**src/rtl/tpa_pkg.sv**
```systemverilog
package tpa_pkg;

	localparam int CHANNELS     = 8;
	localparam int SAMPLES      = 2048;
	localparam int TEMPLATE_LEN = 1024;

	localparam int CMD_W    = 2;
	localparam int CH_W     = 3;
	localparam int POS_W    = 11;
	localparam int CNT_W    = 8;
	localparam int TV_W     = 16;
	localparam int ADC_W    = 16;
	localparam int SAMPLE_W = 24;
	localparam int FRAME_W  = 12;
	localparam int TLEN_W   = 11;

	localparam int SAMP_AW    = $clog2(SAMPLES);
	localparam int TMPL_AW    = $clog2(TEMPLATE_LEN);
	localparam int WAVE_AW    = CH_W + SAMP_AW;
	localparam int WAVE_DEPTH = 2 ** WAVE_AW;

	localparam int PADDR_W = 3;
	localparam int PDATA_W = 32;

	localparam logic [SAMPLE_W-1:0] SAMPLE_MAX = '1;
	localparam logic [SAMPLE_W:0]   HALF_LSB   = (SAMPLE_W+1)'(128);

	localparam logic [PADDR_W-3:0] REG_FRAME_LENGTH    = 1'b0;
	localparam logic [PADDR_W-3:0] REG_TEMPLATE_LENGTH = 1'b1;

	typedef enum logic [CMD_W-1:0] {
		CMD_LOAD = 2'd0,
		CMD_ADD  = 2'd1,
		CMD_READ = 2'd2
	} cmd_t;

	typedef enum logic [1:0] {
		ST_CLEAR,
		ST_IDLE,
		ST_ADD,
		ST_READ
	} state_t;

	typedef struct packed {
		logic [CMD_W-1:0] cmd;
		logic [CH_W-1:0]  channel;
		logic [POS_W-1:0] position;
		logic [CNT_W-1:0] photon_count;
		logic [TV_W-1:0]  template_value;
	} item_t;

	typedef struct packed {
		logic [ADC_W-1:0] adc_value;
		logic [CH_W-1:0]  out_channel;
		logic [POS_W-1:0] out_index;
		logic             saturated;
	} result_t;

	typedef struct packed {
		logic                valid;
		logic [WAVE_AW-1:0]  addr;
		logic [CNT_W-1:0]    count;
		logic [TV_W-1:0]     tmpl;
		logic [SAMPLE_W-1:0] wave;
	} mac_in_t;

	typedef struct packed {
		logic                en;
		logic [WAVE_AW-1:0]  addr;
		logic [SAMPLE_W-1:0] data;
	} wave_wr_t;

endpackage

```
**src/rtl/tpa_mac.sv**
```systemverilog
module tpa_mac (
	input  logic             clk,
	input  logic             arst_n,
	input  tpa_pkg::mac_in_t mac_in,
	output tpa_pkg::wave_wr_t wr
);
	import tpa_pkg::*;

	logic                          valid_s2;
	logic [WAVE_AW-1:0]            addr_s2;
	logic [CNT_W+TV_W-1:0]         prod_s2;
	logic [SAMPLE_W-1:0]           wave_s2;
	logic [SAMPLE_W:0]             sum;

	always_ff @(posedge clk or negedge arst_n) begin
		if (!arst_n) begin
			valid_s2 <= 1'b0;
		end else begin
			valid_s2 <= mac_in.valid;
		end
	end

	always_ff @(posedge clk) begin
		addr_s2 <= mac_in.addr;
		prod_s2 <= (CNT_W+TV_W)'(mac_in.count) * (CNT_W+TV_W)'(mac_in.tmpl);
		wave_s2 <= mac_in.wave;
	end

	assign sum = (SAMPLE_W+1)'(wave_s2) + (SAMPLE_W+1)'(prod_s2);

	always_comb begin
		wr.en   = valid_s2;
		wr.addr = addr_s2;
		wr.data = sum[SAMPLE_W] ? SAMPLE_MAX : sum[SAMPLE_W-1:0];
	end

endmodule

```
**config.mk**
```make
export PLATFORM = sky130hd
export DESIGN_NAME = tpa_mac
export DESIGN_NICKNAME = d
export VERILOG_FILES = /design/src/rtl/tpa_pkg.sv /design/src/rtl/tpa_mac.sv
export SDC_FILE = /design/constraint.sdc
export NUM_CORES = 1
export LEC_CHECK = 0
export ABC_AREA = 1
export BUFFER_PORTS_ARGS = -buffer_cell sky130_fd_sc_hd__buf_2
export CAP_MARGIN = 15
export CORE_UTILIZATION = 55
export CTS_CLUSTER_SIZE = 24
export DETAILED_ROUTE_END_ITERATION = 12
export GPL_ROUTABILITY_DRIVEN = 0
export GPL_TIMING_DRIVEN = 0
export PLACE_DENSITY = 0.77
export SLEW_MARGIN = 0
export SYNTH_ARGS = -nofsm -noshare
export SYNTH_HDL_FRONTEND = slang
export SYNTH_SLANG_ARGS = --single-unit
```
**constraint.sdc**
```tcl
create_clock -name clk -period 2.64 [get_ports clk]
set_clock_uncertainty 0.2 [all_clocks]
set_input_delay 0.132 -clock clk [delete_from_list [all_inputs] [get_ports clk]]
set_output_delay 0.132 -clock clk [all_outputs]
set_load 0.01 [all_outputs]
```
==> results.txt <==
Die extent in y: 122 µm
Worst path most repeated cell: fa_1
CTS root buf: clkbuf_16
Area grow syn2layout: 36.6%
WHS Endpoint: prod_s2[1]$_DFF_P_
CTS Buf Count: 9
First-pass GRT wire length: 35,400 µm
Commonest non-fill, non-tap cell in the layout: nand2_1
Flops & latches, synth: 63
Largest net degree at the start of global routing: 14
Final Instance Area: 10,800 µm²
Post-synthesis compound-gate area fraction: 2.66%
Syn avg cell area: 6.72 µm²
Synth Area in Simple Gates: 29.0%
Mapped Nets: 1,395
Minimum clock period: 3640 ps
Synth Area in XOR/XNOR: 2.21%
Critical path's top delay family: adder cells
Max_slew headroom: 75.1%
Post-synth cell types: 35
Rows: 43
Htree depth: 3
Core footprint: 13,900 µm²
DIE WIDTH: 122 µm
Hold Path Stages: 4
Gate Count Post-Synth: 1,177
DRC viols: 0
Min-delay src: mac_in[40]
Endpoints failing hold: 0
Period utilization: 138%
Cell Area, Placed: 9080 µm²
Worst endpoint required time: 2660 ps
Detailed-placement wirelength estimate: 15,600 µm
Antenna violations before repair: 0
Via density: 5.06
Starting density of the core: 56.8%
DRT Wirelength: 22,300 µm
Drt wl/cell: 14.5 µm
Post-Synth Adder-Cell Area: 32.3%
Ratio of cells with drive above 1 in the final layout: 28.9%
CTS Buffer Depth: 2
Num ports: 104
CTS tree: done
I/O Buffers: 79
Final setup violation count: 20
Multiplexer area fraction after synthesis: 0%
Status: finished with violations
Crit end category: register
Arrival time at the worst endpoint: 3660 ps
First-pass DRT Iterations: 5
Tot Pwr: 12.3 mW
Util after Layout: 77.6%
Setup ws final: -1000 ps
Crit path launch type: input port
Hold Slack: 64.7 ps
Fmax: 0.275 GHz
Total GRT Usage: 30.6%
Max stage delay on crit path: 540 ps
Hold Path Class: in -> reg
Mapped Area: 7910 µm²
GRT overflow: 0
Vias: 7,794
Failing checks: setup timing
CP Buf/Inv Count: 6
Max Slew Vio Count: 0
CP Cell Sequence: clkbuf_16 -> clkbuf_16 -> nand2_1 -> inv_2 -> fa_1 -> fa_1 -> fa_1 -> inv_1 -> fa_1 -> inv_2 -> ha_4 -> nand2_4 -> nor2_4 -> inv_2 -> nor3_4 -> nand3_2 -> nand4_1 -> nand2_1
DRT antenna net count: 0
Leak: 6.35 nW
Vias in the first global route: 7,856
Reg clk slew, reported paths: 60 ps
Fin nets: 1,571
Sequential area share after synthesis: 16.0%
Slowest cell on the critical path: fa_1
Most frequent cells in the layout: nand2_1 (316), inv_1 (278), fa_1 (80)
Critical-path maximum fanout: 7
Pwr/cell area: 1140 nW/µm²
Worst Setup SP: mac_in[42]
Worst-Margin Slew: 369 ps
Starting DRC count in detailed routing: 502
YS warnings: 0
RSZ-0062 raised after global routing: yes
Max_cap viols: 0
Worst VDD drop: 0.621 mV
Clock tree sinks: 63
Kind of critical path: in -> reg
Main combinational cell family by area after synthesis: adder cells
Die Footprint: 14,900 µm²
==> through the flow <==
step	setup TNS, ps	setup slack [ps]	cells
final	-16360	-1000	1539
after global placement	-22810	-1410	1436
after global routing	-18940	-1160	1538
after detailed placement	-23420	-1450	1436
after CTS	-15520	-1010	1526
after floorplan	-17540	-1120	1177
==> area by class of cell <==
| type | instances | area [µm²] |
|---|---|---|
| fillers | 939 | 3130 |
| multi-input cells | 748 | 6010 |
| diodes | 1 | 2.50 |
| plain buffers | 35 | 460 |
| clock inverters | 7 | 104 |
| clock buffers | 9 | 225 |
| flip-flops and latches | 63 | 1270 |
| repair buffers | 165 | 1250 |
| inverters | 331 | 1260 |
| well taps | 180 | 225 |
==> power breakdown <==
part	switching [mW]	internal (mW)
clock network	0.461	0.837
registers	0.0846	1.19
logic	5.66	4.06
total	6.21	6.09
==> synthesized netlist by cell type <==
master    number  area [µm²]
a21o_1         1        7.51
a21oi_1       28         140
a21oi_2        1        8.76
and2_1         2        12.5
buf_12         1        20.0
buf_4          1        7.51
buf_8          1        15.0
clkbuf_1      29         109
clkbuf_2       3        15.0
clkinv_1       1        3.75
clkinv_4       1        8.76
dfrtp_1        1        25.0
dfxtp_1       62        1240
fa_1          85        1700
ha_1          68         851
inv_1        319        1200
inv_2         10        37.5
nand2_1      374        1400
nand2_2       23         144
nand2_4        2        22.5
nand3_1       42         210
nand3_2       10         100
nand3b_1       4        30.0
nand4_1       13        81.3
nor2_1        56         210
nor2_2         2        12.5
nor2_4         2        22.5
nor2_8         1        20.0
nor3_1         4        20.0
o21ai_0        6        30.0
o21ai_2        1        8.76
o21bai_1       2        15.0
or2_1          1        6.26
xnor2_1       14         123
xor2_1         6        52.6
==> tightest hold or removal path: cells and delay by family <==
| family | cells | cell delay, ps |
|---|---|---|
| simple gates | 1 | 80 |
| buf+inv | 2 | 240 |
| fa+ha+maj | 1 | 110 |
==> cells by family (layout without fill, tap and decap cells) <==
family          count (synthesis)  in the layout
buf+inv                       366            547
fa+ha+maj                     153            153
simple gates                  536            536
flops                          63             63
compound gates                 39             39
other cells                     0              1
xor+xnor                       20             20
==> worst max-delay path by stage <==
stage                     endpoint  slack, ps  cells after the start
4_1_cts        prod_s2[14]$_DFF_P_      -1010                     17
3_5_place_dp   prod_s2[18]$_DFF_P_      -1450                     18
2_1_floorplan  prod_s2[21]$_DFF_P_      -1120                     20
6_report       prod_s2[22]$_DFF_P_      -1000                     18
5_1_grt        prod_s2[23]$_DFF_P_      -1160                     19
3_3_place_gp   prod_s2[18]$_DFF_P_      -1410                     18
==> registers in the layout (all words and copies together) (netlist names) <==
| register | count |
|---|---|
| addr_s2 | 14 |
| valid_s2 | 1 |
| prod_s2 | 24 |
| wave_s2 | 24 |
==> layer usage <==
| layer | GRT usage [%] | part of all wire [%] | vias up | wire length (µm) |
|---|---|---|---|---|
| li1 | - | - | 3753 | - |
| met1 | 35.9 | 38 | 3637 | 8520 |
| met2 | 55.7 | 52 | 351 | 11500 |
| met3 | 5.99 | 8.0 | 53 | 1780 |
| met4 | 9.57 | 2.3 | 0 | 511 |
| met5 | 0 | 0 | - | 0 |
==> what timing repair did <==
item,CTS,global route
endpoints found under the hold margin,41,0
setup buffers,28,12
hold buffers,42,0
gates cloned,4,0
setup endpoints to repair,22,41
resized for setup,88,78
pin swaps,61,59
No activity file was read; power rests on OpenSTA's default activity.
